`config.mk`:
```
export PLATFORM = sky130hd
export DESIGN_NAME = indexed_sequence_store_core_flat
export DESIGN_NICKNAME = d
export VERILOG_FILES = /design/src/rtl/iss_pkg.sv /design/src/rtl/iss_if.sv /design/src/rtl/iss_datapath.sv /design/src/rtl/iss_ctrl.sv /design/src/rtl/indexed_sequence_store_core.sv /design/src/flat_wrapper.sv
export VERILOG_INCLUDE_DIRS = /design/src /design/src/rtl
export SDC_FILE = /design/constraint.sdc
export NUM_CORES = 1
export LEC_CHECK = 0
export BUFFER_PORTS_ARGS = -buffer_cell sky130_fd_sc_hd__buf_2
export CORE_MARGIN = 4
export CORE_UTILIZATION = 57
export CTS_CLUSTER_SIZE = 25
export DETAILED_ROUTE_END_ITERATION = 16
export PLACE_DENSITY = 0.81
export SLEW_MARGIN = 20
export SYNTH_ARGS = -nofsm -noshare
export SYNTH_HDL_FRONTEND = slang
export SYNTH_SLANG_ARGS = --single-unit
```
`constraint.sdc`:
```
create_clock -name clk -period 4.4 [get_ports clk]
set_clock_uncertainty 0.05 [all_clocks]
set_input_delay 0.22 -clock clk [delete_from_list [all_inputs] [get_ports clk]]
set_output_delay 0.22 -clock clk [all_outputs]
set_load 0.01 [all_outputs]
```
`src/rtl/indexed_sequence_store_core_defines.svh`:
```
// Assertion macros for the indexed sequence store.
// Expect clk and rst_n in scope at the point of use.
`ifndef INDEXED_SEQUENCE_STORE_CORE_DEFINES_SVH
`define INDEXED_SEQUENCE_STORE_CORE_DEFINES_SVH

// Consequent must hold in the same cycle.
`define ISS_ASSERT_SAME(label, ante, cons) \
    label: assert property (@(posedge clk) disable iff (!rst_n) (ante) |-> (cons)) \
        else $error("iss: same-cycle check failed");

// Consequent must hold in the following cycle.
`define ISS_ASSERT_NEXT(label, ante, cons) \
    label: assert property (@(posedge clk) disable iff (!rst_n) (ante) |=> (cons)) \
        else $error("iss: next-cycle check failed");

`endif

```
`src/rtl/iss_pkg.sv`:
```
// Shared types and constants of the indexed sequence store.
// No dependencies.
package iss_pkg;

    localparam int DEPTH      = 16;
    localparam int DATA_WIDTH = 8;
    localparam int ADDR_W     = $clog2(DEPTH);
    localparam int CNT_W      = $clog2(DEPTH + 1);
    localparam int TYPE_W     = 4;
    localparam int POS_W      = 5;
    localparam int CMP_W      = (POS_W > CNT_W) ? POS_W : CNT_W;

    typedef enum logic [TYPE_W-1:0] {
        REQ_APPEND     = 4'd0,
        REQ_PREPEND    = 4'd1,
        REQ_INSERT     = 4'd2,
        REQ_DROP_LAST  = 4'd3,
        REQ_DROP_FIRST = 4'd4,
        REQ_REMOVE     = 4'd5,
        REQ_READ       = 4'd6,
        REQ_WRITE      = 4'd7,
        REQ_CLEAR      = 4'd8
    } req_type_t;

    typedef enum logic [1:0] {
        ST_OK    = 2'd0,
        ST_RANGE = 2'd1,
        ST_FULL  = 2'd2
    } status_t;

    typedef enum logic [1:0] {
        CNT_HOLD,
        CNT_INC,
        CNT_DEC,
        CNT_CLEAR
    } cnt_op_t;

    // Controller to datapath
    typedef struct packed {
        logic              load_req;
        logic              mem_rd;
        logic [ADDR_W-1:0] rd_addr;
        logic              mem_wr;
        logic [ADDR_W-1:0] wr_addr;
        logic              wr_shift;
        cnt_op_t           cnt_op;
        logic              out_load;
        logic              out_rd_sel;
        status_t           out_status;
    } iss_cmd_t;

    // Datapath to controller
    typedef struct packed {
        logic [TYPE_W-1:0] req_type;
        logic [POS_W-1:0]  position;
        logic [CNT_W-1:0]  count;
        logic              out_busy;
    } iss_stat_t;

endpackage

```
`src/rtl/iss_if.sv`:
```
// Request and response channel interfaces of the indexed sequence store.
// Depends on iss_pkg.
interface iss_req_if import iss_pkg::*; ();
    logic                  valid;
    logic                  ready;
    logic [TYPE_W-1:0]     req_type;
    logic [POS_W-1:0]      position;
    logic [DATA_WIDTH-1:0] data_in;

    modport source (output valid, output req_type, output position, output data_in,
                    input ready);
    modport sink   (input valid, input req_type, input position, input data_in,
                    output ready);
endinterface

interface iss_rsp_if import iss_pkg::*; ();
    logic                  valid;
    logic                  ready;
    logic [DATA_WIDTH-1:0] read_data;
    status_t               status;
    logic [CNT_W-1:0]      count;

    modport source (output valid, output read_data, output status, output count,
                    input ready);
    modport sink   (input valid, input read_data, input status, input count,
                    output ready);
endinterface

```
`src/rtl/iss_datapath.sv`:
```
// Datapath: request registers, element memory, element count, response register.
// Depends on iss_pkg.
module iss_datapath import iss_pkg::*; (
    input  logic                  clk,
    input  logic                  rst_n,
    input  iss_cmd_t              cmd,
    output iss_stat_t             stat,
    input  logic [TYPE_W-1:0]     req_type,
    input  logic [POS_W-1:0]      position,
    input  logic [DATA_WIDTH-1:0] data_in,
    output logic                  out_valid,
    input  logic                  out_ready,
    output logic [DATA_WIDTH-1:0] read_data,
    output status_t               status,
    output logic [CNT_W-1:0]      count
);

    logic [TYPE_W-1:0]     type_reg;
    logic [POS_W-1:0]      pos_reg;
    logic [DATA_WIDTH-1:0] data_reg;
    logic [DATA_WIDTH-1:0] mem [DEPTH];
    logic [DATA_WIDTH-1:0] rdata_reg;
    logic [CNT_W-1:0]      count_reg;
    logic [CNT_W-1:0]      count_next;
    logic                  out_valid_reg;
    logic [DATA_WIDTH-1:0] read_data_reg;
    status_t               status_reg;
    logic [CNT_W-1:0]      count_out_reg;

    always_ff @(posedge clk)
    begin
        if (cmd.load_req)
        begin
            type_reg <= req_type;
            pos_reg  <= position;
            data_reg <= data_in;
        end
    end

    // Element memory; a shift writes back the word read the cycle before
    always_ff @(posedge clk)
    begin
        if (cmd.mem_wr)
        begin
            mem[cmd.wr_addr] <= cmd.wr_shift ? rdata_reg : data_reg;
        end
        if (cmd.mem_rd)
        begin
            rdata_reg <= mem[cmd.rd_addr];
        end
    end

    always_comb
    begin
        unique case (cmd.cnt_op)
            CNT_HOLD:  count_next = count_reg;
            CNT_INC:   count_next = count_reg + 1'b1;
            CNT_DEC:   count_next = count_reg - 1'b1;
            CNT_CLEAR: count_next = '0;
            default:   count_next = count_reg;
        endcase
    end

    always_ff @(posedge clk or negedge rst_n)
    begin
        if (!rst_n)
        begin
            count_reg     <= '0;
            out_valid_reg <= 1'b0;
        end
        else
        begin
            count_reg <= count_next;
            if (cmd.out_load)
            begin
                out_valid_reg <= 1'b1;
            end
            else if (out_ready)
            begin
                out_valid_reg <= 1'b0;
            end
        end
    end

    always_ff @(posedge clk)
    begin
        if (cmd.out_load)
        begin
            read_data_reg <= cmd.out_rd_sel ? rdata_reg : '0;
            status_reg    <= cmd.out_status;
            count_out_reg <= count_reg;
        end
    end

    assign stat.req_type = type_reg;
    assign stat.position = pos_reg;
    assign stat.count    = count_reg;
    assign stat.out_busy = out_valid_reg && !out_ready;

    assign out_valid = out_valid_reg;
    assign read_data = read_data_reg;
    assign status    = status_reg;
    assign count     = count_out_reg;

endmodule

```
`src/rtl/iss_ctrl.sv`:
```
// Controller: decodes a request, runs the element shift loop, issues the response.
// Depends on iss_pkg.
module iss_ctrl import iss_pkg::*; (
    input  logic      clk,
    input  logic      rst_n,
    input  logic      req_valid,
    output logic      req_ready,
    input  iss_stat_t stat,
    output iss_cmd_t  cmd
);

    typedef enum logic [2:0] {
        S_IDLE,
        S_DECODE,
        S_STEP,
        S_MOVE,
        S_READ,
        S_RESP
    } state_t;

    localparam logic [CNT_W-1:0] CountFull = CNT_W'(DEPTH);

    state_t            state_reg, state_next;
    logic [ADDR_W-1:0] idx_reg, idx_next;
    logic [ADDR_W-1:0] lim_reg, lim_next;
    logic              open_reg, open_next;
    logic              rd_sel_reg, rd_sel_next;
    status_t           status_reg, status_next;

    logic [CMP_W-1:0]  pos_x;
    logic [CMP_W-1:0]  cnt_x;
    logic              full;
    logic              empty;
    logic              in_range;

    assign pos_x    = CMP_W'(stat.position);
    assign cnt_x    = CMP_W'(stat.count);
    assign full     = (stat.count == CountFull);
    assign empty    = (stat.count == '0);
    assign in_range = (pos_x < cnt_x);

    always_comb
    begin
        state_next  = state_reg;
        idx_next    = idx_reg;
        lim_next    = lim_reg;
        open_next   = open_reg;
        rd_sel_next = rd_sel_reg;
        status_next = status_reg;

        cmd            = '0;
        cmd.cnt_op     = CNT_HOLD;
        cmd.out_status = status_reg;
        cmd.out_rd_sel = rd_sel_reg;
        cmd.rd_addr    = stat.position[ADDR_W-1:0];
        cmd.wr_addr    = idx_reg;

        unique case (state_reg)
            S_IDLE:
            begin
                cmd.load_req = req_valid;
                if (req_valid)
                begin
                    state_next = S_DECODE;
                end
            end

            S_DECODE:
            begin
                status_next = ST_OK;
                rd_sel_next = 1'b0;
                state_next  = S_RESP;
                unique case (stat.req_type) inside
                    REQ_APPEND, REQ_PREPEND, REQ_INSERT:
                    begin
                        if (stat.req_type == REQ_INSERT && pos_x > cnt_x)
                        begin
                            status_next = ST_RANGE;
                        end
                        else if (full)
                        begin
                            status_next = ST_FULL;
                        end
                        else
                        begin
                            // open a gap: walk down from the end to the target slot
                            open_next  = 1'b1;
                            idx_next   = ADDR_W'(stat.count);
                            state_next = S_STEP;
                            if (stat.req_type == REQ_APPEND)
                            begin
                                lim_next = ADDR_W'(stat.count);
                            end
                            else if (stat.req_type == REQ_PREPEND)
                            begin
                                lim_next = '0;
                            end
                            else
                            begin
                                lim_next = stat.position[ADDR_W-1:0];
                            end
                        end
                    end
                    REQ_DROP_LAST:
                    begin
                        if (empty)
                        begin
                            status_next = ST_RANGE;
                        end
                        else
                        begin
                            cmd.cnt_op = CNT_DEC;
                        end
                    end
                    REQ_DROP_FIRST, REQ_REMOVE:
                    begin
                        if ((stat.req_type == REQ_DROP_FIRST && empty) ||
                            (stat.req_type == REQ_REMOVE && !in_range))
                        begin
                            status_next = ST_RANGE;
                        end
                        else
                        begin
                            // close the slot: walk up to the last element
                            open_next  = 1'b0;
                            idx_next   = (stat.req_type == REQ_DROP_FIRST) ? '0 :
                                         stat.position[ADDR_W-1:0];
                            lim_next   = ADDR_W'(stat.count - 1'b1);
                            state_next = S_STEP;
                        end
                    end
                    REQ_READ:
                    begin
                        if (!in_range)
                        begin
                            status_next = ST_RANGE;
                        end
                        else
                        begin
                            rd_sel_next = 1'b1;
                            state_next  = S_READ;
                        end
                    end
                    REQ_WRITE:
                    begin
                        if (!in_range)
                        begin
                            status_next = ST_RANGE;
                        end
                        else
                        begin
                            cmd.mem_wr  = 1'b1;
                            cmd.wr_addr = stat.position[ADDR_W-1:0];
                        end
                    end
                    REQ_CLEAR:
                    begin
                        cmd.cnt_op = CNT_CLEAR;
                    end
                    default:
                    begin
                        status_next = ST_RANGE;
                    end
                endcase
            end

            S_STEP:
            begin
                if (idx_reg == lim_reg)
                begin
                    if (open_reg)
                    begin
                        cmd.mem_wr = 1'b1;
                        cmd.cnt_op = CNT_INC;
                    end
                    else
                    begin
                        cmd.cnt_op = CNT_DEC;
                    end
                    state_next = S_RESP;
                end
                else
                begin
                    cmd.mem_rd  = 1'b1;
                    cmd.rd_addr = open_reg ? idx_reg - 1'b1 : idx_reg + 1'b1;
                    state_next  = S_MOVE;
                end
            end

            S_MOVE:
            begin
                cmd.mem_wr   = 1'b1;
                cmd.wr_shift = 1'b1;
                idx_next     = open_reg ? idx_reg - 1'b1 : idx_reg + 1'b1;
                state_next   = S_STEP;
            end

            S_READ:
            begin
                cmd.mem_rd = 1'b1;
                state_next = S_RESP;
            end

            S_RESP:
            begin
                if (!stat.out_busy)
                begin
                    cmd.out_load = 1'b1;
                    state_next   = S_IDLE;
                end
            end

            default:
            begin
                state_next = S_IDLE;
            end
        endcase
    end

    always_ff @(posedge clk or negedge rst_n)
    begin
        if (!rst_n)
        begin
            state_reg  <= S_IDLE;
            idx_reg    <= '0;
            lim_reg    <= '0;
            open_reg   <= 1'b0;
            rd_sel_reg <= 1'b0;
            status_reg <= ST_OK;
        end
        else
        begin
            state_reg  <= state_next;
            idx_reg    <= idx_next;
            lim_reg    <= lim_next;
            open_reg   <= open_next;
            rd_sel_reg <= rd_sel_next;
            status_reg <= status_next;
        end
    end

    assign req_ready = (state_reg == S_IDLE);

endmodule

```
`src/rtl/indexed_sequence_store_core.sv`:
```
// Write, drop last, clear and rejected requests go from the decode state straight to the
// response state; a read passes a memory read state first; append, prepend, insert,
// drop first and remove run the shift loop, a step and a move state per shifted element.
// One request in flight; the next is taken in the cycle after the response is registered.
// The shift loop is bound by the single read and single write port of the element memory.
// Reset (async, active low) empties the store; element memory contents are not cleared.
`include "indexed_sequence_store_core_defines.svh"

module indexed_sequence_store_core import iss_pkg::*; (
    input  logic         clk,
    input  logic         rst_n,
    iss_req_if.sink      req,
    iss_rsp_if.source    rsp
);

    localparam logic [CNT_W-1:0] CountFull = CNT_W'(DEPTH);

    iss_cmd_t  cmd;
    iss_stat_t stat;

    iss_ctrl u_ctrl (
        .clk       (clk),
        .rst_n     (rst_n),
        .req_valid (req.valid),
        .req_ready (req.ready),
        .stat      (stat),
        .cmd       (cmd)
    );

    iss_datapath u_datapath (
        .clk       (clk),
        .rst_n     (rst_n),
        .cmd       (cmd),
        .stat      (stat),
        .req_type  (req.req_type),
        .position  (req.position),
        .data_in   (req.data_in),
        .out_valid (rsp.valid),
        .out_ready (rsp.ready),
        .read_data (rsp.read_data),
        .status    (rsp.status),
        .count     (rsp.count)
    );

    `ISS_ASSERT_NEXT(a_one_in_flight, req.valid && req.ready, !req.ready)
    `ISS_ASSERT_SAME(a_count_bound, 1'b1, stat.count <= CountFull)
    `ISS_ASSERT_SAME(a_full_means_full, rsp.valid && rsp.status == ST_FULL, rsp.count == CountFull)
    `ISS_ASSERT_SAME(a_data_only_ok, rsp.valid && rsp.read_data != '0, rsp.status == ST_OK)

endmodule
```
`src/flat_wrapper.sv`:
```
// flat-port wrapper written by rule: the top's interface ports become plain ports
module indexed_sequence_store_core_flat import iss_pkg::*;
  (clk, rst_n, req_valid, req_req_type, req_position, req_data_in, req_ready, rsp_valid, rsp_read_data, rsp_status, rsp_count, rsp_ready);
  iss_req_if req_i ();
  iss_rsp_if rsp_i ();
  input  logic clk;
  input  logic rst_n;
  input wire logic [$bits(req_i.valid)-1:0] req_valid;
  input wire logic [$bits(req_i.req_type)-1:0] req_req_type;
  input wire logic [$bits(req_i.position)-1:0] req_position;
  input wire logic [$bits(req_i.data_in)-1:0] req_data_in;
  output wire logic [$bits(req_i.ready)-1:0] req_ready;
  output wire logic [$bits(rsp_i.valid)-1:0] rsp_valid;
  output wire logic [$bits(rsp_i.read_data)-1:0] rsp_read_data;
  output wire logic [$bits(rsp_i.status)-1:0] rsp_status;
  output wire logic [$bits(rsp_i.count)-1:0] rsp_count;
  input wire logic [$bits(rsp_i.ready)-1:0] rsp_ready;
  assign req_i.valid = req_valid;
  assign req_i.req_type = req_req_type;
  assign req_i.position = req_position;
  assign req_i.data_in = req_data_in;
  assign req_ready = req_i.ready;
  assign rsp_valid = rsp_i.valid;
  assign rsp_read_data = rsp_i.read_data;
  assign rsp_status = rsp_i.status;
  assign rsp_count = rsp_i.count;
  assign rsp_i.ready = rsp_ready;
  indexed_sequence_store_core u_core (.clk(clk), .rst_n(rst_n), .req(req_i), .rsp(rsp_i));
endmodule
```
==> results of run 1 <==
## worst paths after layout
path / end / slack [ps] / depth (start not counted)
setup / recovery: u_core.u_datapath.rdata_reg[5] / 570 / 8
hold / removal: u_core.u_datapath.out_valid / 100 / 3
setup reg to reg: u_core.u_datapath.rdata_reg[5] / 570 / 8
hold reg to reg: u_core.u_datapath.status[1] / 410 / 0
max in group asynchronous: u_core.u_datapath.count_reg[4] / 3710 / 2
min in group asynchronous: u_core.u_ctrl.state_reg[1] / 250 / 2
## cell type report
cell class | count | area (um2) | share of cell area, %
multi-input combinational | 292 | 2380 | 25.7
clock inverter | 12 | 150 | 1.62
sequential | 189 | 5570 | 60.1
clock buffer | 18 | 429 | 4.63
tap | 180 | 225 | 2.43
inverter | 17 | 63.8 | 0.689
timing repair buffer | 66 | 448 | 4.83
## power groups by stage
stage | clock, W | sequential, W | combinational (W)
finish | 0.00152 | 0.00253 | 0.00143
global route | 0.00161 | 0.00255 | 0.00158
CTS | 0.00152 | 0.00251 | 0.00142
detailed placement | 0 | 0.00255 | 0.00138
global placement | 0 | 0.00253 | 0.00132
floorplan | 0 | 0.00244 | 0.00107
## kinds of logic (layout without fill, tap and decap cells)
logic type      count (synthesis)  after routing  synth area share [%]
compound gates                 98             98                  8.43
mux                            46             46                  10.3
fa+ha+maj                      11             11                  1.79
xor+xnor                        9              9                 0.971
buf+inv                        42            113                  2.27
simple gates                  128            128                  7.63
flops                         189            189                  68.6
## metrics by stage
stage	total power, W	util, %	instance area [um2]	worst slack, ps	std cells
global placement	0.00385	61.0	8510	781	726
detailed placement	0.00393	61.0	8510	613	726
floorplan	0.00351	-	8120	1330	523
finish	0.00548	66.5	9270	567	774
global route	0.00574	66.5	9270	302	774
CTS	0.00545	66.5	9270	542	774
## what timing repair did
| action | in CTS | in global routing |
|---|---|---|
| setup endpoints to repair | 0 | 0 |
| setup buffers | 0 | 0 |
| hold buffers | 18 | 0 |
| endpoints found under the hold margin | 38 | 0 |
## worst max-delay path, stage by stage (launching register included)
cell	delay, ps
sky130_fd_sc_hd__dfrtp_1	480
sky130_fd_sc_hd__xor2_1	240
sky130_fd_sc_hd__o41ai_4	830
sky130_fd_sc_hd__mux2i_4	350
sky130_fd_sc_hd__buf_4	320
sky130_fd_sc_hd__buf_4	430
sky130_fd_sc_hd__mux4_2	590
sky130_fd_sc_hd__a22oi_1	200
sky130_fd_sc_hd__nand2_1	80
## layer usage
metal,part of all wire (%),vias to the layer above
li1,-,2165
met1,39,2524
met2,50,315
met3,8.1,44
met4,2.5,0
met5,0,-
## cell usage in the layout (no fill, tap or decap), drive strengths merged, types with 6 or more instances in the layout
master	instances
edfxtp	168
a21oi	20
inv	24
clkbuf	18
dfrtp	21
dlygate4sd3	18
buf	48
a22oi	14
nor2	36
mux2	13
a31oi	6
nor3	8
ha	10
o21ai	19
mux4	28
nand3	7
and2	10
nand2	38
## Yosys cell counts, drive strengths merged, types with 2 or more instances
| library cell | n |
|---|---|
| a21o | 3 |
| a21oi | 20 |
| a221oi | 2 |
| a22oi | 14 |
| a2bb2oi | 2 |
| a31oi | 6 |
| a32oi | 2 |
| and2 | 10 |
| buf | 10 |
| clkbuf | 15 |
| dfrtp | 21 |
| edfxtp | 168 |
| ha | 10 |
| inv | 17 |
| mux2 | 13 |
| mux2i | 5 |
| mux4 | 28 |
| nand2 | 38 |
| nand2b | 4 |
| nand3 | 7 |
| nand4 | 4 |
| nor2 | 36 |
| nor2b | 5 |
| nor3 | 8 |
| nor3b | 5 |
| nor4 | 3 |
| o2111ai | 3 |
| o211ai | 4 |
| o21a | 2 |
| o21ai | 19 |
| o221ai | 2 |
| o22ai | 3 |
| o311ai | 2 |
| o31ai | 2 |
| or3b | 2 |
| xnor2 | 5 |
| xor2 | 4 |
==> results.toml, run 1 <==
[synthesis]
synthFlopType = "sky130_fd_sc_hd__edfxtp_1"
synth.area.top_cells = "sky130_fd_sc_hd__edfxtp_1 (62%), sky130_fd_sc_hd__mux4_2 (7.5%), sky130_fd_sc_hd__dfrtp_1 (6.5%), sky130_fd_sc_hd__nand2_1 (1.8%), sky130_fd_sc_hd__nor2_1 (1.7%)"
mapped_cells = 523
number_of_enable_type_register_cells_in_the_synthesized_netlist = 168
mappedNetlistNets = 555
synth_seq_cells = 189
synth_cell_types = 65
synth_largest_area_cell = "sky130_fd_sc_hd__edfxtp_1"
yosys_warnings = 0
avgSynthCellArea_um2 = 15.5
async_reset_ff_share_pct = 11.1
share_of_synthesized_area_occupied_by_flip_flops_and_latches_pct = 68.6
synth_largest_type_area_fraction_pct = 62.2
syn_area_mm2 = 0.00812

[global_route]
grt_pass1_wl_um = 28400
grt_use_total_pct = 23.4
number_of_antenna_violations_at_the_first_check_in_global_routing = 0
grtUsageMet3_pct = 5.06
met1_usage_pct = 31.1
grt_max_degree = 23
vias_in_the_first_global_route = 5043
grt.busiest_layer = "met2"
globalRoute.totalOverflow = 0
grt_use_met2_pct = 38.0

[final_layout]
insertedDiodeCount = 0
fillers = 884
nNetsFinal = 615
largest_register_ff_count = 128
syn_to_final_growth_pct = 14.2
layout-drive-gt1-share_pct = 20.9

[route]
route.antenna.remaining_nets = 0
dr.first_iter.drc_count = 828
drt-total-wl_um = 17900
detail_route.drc_violations = 0
drt_pre_antenna_iters = 6
drt_via_density = 6.52
num_vias = 5048
routed_wire_length_per_instance_um = 23.1

[floorplan]
die_w_um = 127
rows = 43
core_area_mm2 = 0.0139
floorplan.io_pins = 38
fp.dieArea_mm2 = 0.0162
die-height_um = 127
initial_utilization_pct = 58.2

[timing]
slew_headroom_pct = 25.3
worst_hold_slack_ps = 100
fmaxAchievable_mhz = 261
slew_violations = 0
period_minus_slack_ps = 3830
totalNegativeSetupSlack_ps = 0
timing.final.crit_share_pct = 87.1
worst_slew_pin_slew_ps = 1110
setup_viol = 0
rsz0062_at_grt = "no"
hold_viol_final = 0

[power_and_ir_drop]
power.net_switching_w = 0.00178
fraction_of_power_spent_switching_nets_pct = 32.6
pwr-share-clk_pct = 27.7
p_comb_share_pct = 26.2
share_seq_of_total_power_pct = 46.1
intPower_w = 0.00369
power_leakage_nw = 3.24
pwr_density_cell_mw_per_mm2 = 591
power.ir.vdd_worst_v = 0.000409

[cts]
numCtsBuffers = 17
clk-insertion-delay-late_ps = 430
clockRootBuffer = "sky130_fd_sc_hd__clkbuf_16"
cts.clk_slew.worst_paths_ps = 70
cts_resized = 0
clock_sink_count = 189
htree_levels = 4
tritoncts = "done"
clockBufferDepth = 2

[run_status]
result_of_the_run = "complete, no violations"

[placement]
routabilityCongestion = 0.980
portBuffers = 37
dpl_wire_length_um = 11000

[worst_setup_path]
cp-end-kind = "register"
worstSetupStartpoint = "u_core.u_ctrl.idx_reg[0]"
cp_max_fo = 22
crit_arrival_ps = 3950
timing.setup.critical_path_class = "reg -> reg"
worstSetupStartpointType = "register"
rr_startpoint = "u_core.u_ctrl.idx_reg[0]"
critical_path_required_ps = 4520

[worst_hold_path]
min_path_type = "in -> reg"
hold_start = "rsp_ready"

[run]
drv.max_cap_violation_count = 0
(Power assumes the default switching activity.)
==> run 2: changes to the inputs <==
- CORE_UTILIZATION: 57 -> 35
- PLACE_DENSITY: 0.81 -> 0.56
==> results.toml, run 2 (synthesis gave the netlist of run 1 again) <==
[power_and_ir_drop]
power.ir.vdd_worst_v = 0.000323
pwr_density_cell_mw_per_mm2 = 574
power_leakage_nw = 3.22

[floorplan]
die-height_um = 160
die_w_um = 160
fp.dieArea_mm2 = 0.0257
rows = 55
core_area_mm2 = 0.0227
initial_utilization_pct = 35.7
floorplan.io_pins = 38

[timing]
totalNegativeSetupSlack_ps = 0
hold_viol_final = 0
setup_slack_ps = 953
period_minus_slack_ps = 3450
worst_slew_pin_slew_ps = 939
slew_headroom_pct = 37.4
setup_viol = 0
worst_hold_slack_ps = 51.0
timing.final.crit_share_pct = 78.3
rsz0062_at_grt = "no"
fmaxAchievable_mhz = 290
slew_violations = 0

[global_route]
grt_use_total_pct = 13.9
grt_pass1_wl_um = 27500
grt_max_degree = 37
globalRoute.totalOverflow = 0
vias_in_the_first_global_route = 4724
number_of_antenna_violations_at_the_first_check_in_global_routing = 0

[placement]
routabilityCongestion = 0.877
placed_cells = 828
placedInstanceArea_mm2 = 0.00863
dpl_wire_length_um = 11700
place_worst_setup_slack_ps = 942
portBuffers = 37

[route]
routed_wire_length_per_instance_um = 19.6
drt-total-wl_um = 17200
drt_via_density = 5.34
route.antenna.remaining_nets = 0
detail_route.drc_violations = 0
num_vias = 4687
drt_pre_antenna_iters = 5
dr.first_iter.drc_count = 377

[cts]
htree_levels = 4
clk-insertion-delay-late_ps = 430
clockBufferDepth = 2
cts_resized = 0
clockRootBuffer = "sky130_fd_sc_hd__clkbuf_16"
numCtsBuffers = 17
clock_sink_count = 189
cts.clk_slew.worst_paths_ps = 70
tritoncts = "done"

[worst_setup_path]
worst_path_max_delay_cell = "sky130_fd_sc_hd__o41ai_4"
crit_chain = "xor2_1 > o41ai_4 > mux2i_4 > buf_12 > mux4_2 > a22oi_1 > nand2_1"
r2r_slack_ps = 950
critical_path_required_ps = 4520
timing.setup.critical_path_class = "reg -> reg"
r2r_cells = 7
max_stage_delay_ps = 770
cp-end-kind = "register"
crit_arrival_ps = 3570
worstSetupStartpointType = "register"
cp_max_fo = 36

[run]
drv.max_cap_violation_count = 0

[worst_hold_path]
hold_depth = 3
min_path_type = "in -> reg"

[final_layout]
layout.cells.non_filler = 878
nNetsFinal = 612
insertedDiodeCount = 0
syn_to_final_growth_pct = 15.4
most_frequent_standard_cell_in_the_layout_excluding_fill_and_tap_cells = "sky130_fd_sc_hd__edfxtp_1"
largest_register_ff_count = 128
layout-drive-gt1-share_pct = 20.4
most-common-layout-cells = "sky130_fd_sc_hd__edfxtp_1 (168), sky130_fd_sc_hd__nand2_1 (38), sky130_fd_sc_hd__buf_2 (37), sky130_fd_sc_hd__nor2_1 (36), sky130_fd_sc_hd__mux4_2 (27)"
finish.instance_area_mm2 = 0.00937

[run_status]
result_of_the_run = "complete, no violations"
run 2: changes by cell type in the layout (fill, tap and decap cells not counted), moves of 2 or more:
| cell | change |
|---|---|
| sky130_fd_sc_hd__inv_6 | -3 |
| sky130_fd_sc_hd__bufinv_16 | -2 |
| sky130_fd_sc_hd__clkinv_8 | +2 |
| sky130_fd_sc_hd__clkinv_2 | +2 |
| sky130_fd_sc_hd__buf_4 | -4 |
| sky130_fd_sc_hd__clkinv_4 | +2 |
| sky130_fd_sc_hd__clkinv_1 | +2 |
run 2: repair_timing:
item	4_1_cts	5_1_grt
buffers inserted	0	0
endpoints found under the setup margin	0	0
hold buffers	18	0
hold endpoints to repair	38	0
run 2: where the power goes:
part           total, W  internal, W  switching [W]  leakage (nW)
registers       0.00251      0.00228       0.000222          1.78
logic           0.00142     0.000567       0.000855          1.17
clock network   0.00145     0.000744       0.000705         0.274
total           0.00538      0.00360        0.00178          3.22
run 2: area by class of cell:
cell class	count	area [um2]
inverter	17	63.8
sequential	189	5570
fill	2043	13300
clock buffer	17	425
clock inverter	15	135
tap	285	357
multi-input combinational	292	2380
timing repair buffer	63	438
run 2: worst paths after layout:
path / start / end
min: rsp_ready / u_core.u_datapath.out_valid
max reg2reg: u_core.u_ctrl.idx_reg[0] / u_core.u_datapath.rdata_reg[4]
min reg2reg: u_core.u_ctrl.status_reg[0] / u_core.u_datapath.status[0]
min in group asynchronous: rst_n / u_core.u_datapath.count_reg[2]
max: u_core.u_ctrl.idx_reg[0] / u_core.u_datapath.rdata_reg[4]
max in group asynchronous: rst_n / u_core.u_ctrl.state_reg[0]
run 2: through the flow:
stage / util (%) / total power (W)
final: 41.3 / 0.00538
after detailed placement: 38.0 / 0.00397
after floorplan: - / 0.00351
after global routing: 41.3 / 0.00570
after CTS: 41.3 / 0.00542
after global placement: 38.0 / 0.00393
run 2: critical path: cells and delay by family, from the launching register on:
kind	cells	cell delay [ps]
AO/OA/AOI/OAI	2	1110
multiplexers	2	900
flip-flops	1	490
buffers and inverters	1	290
XOR/XNOR	1	230
AND/OR/NAND/NOR	1	100
run 2: per-layer routing:
metal	track usage, %	part of all wire (%)	vias to the layer above
met5	0	0	-
met4	5.16	2.1	0
met3	3.07	5.1	29
met2	21.6	48	137
met1	19.3	45	2353
li1	-	-	2168
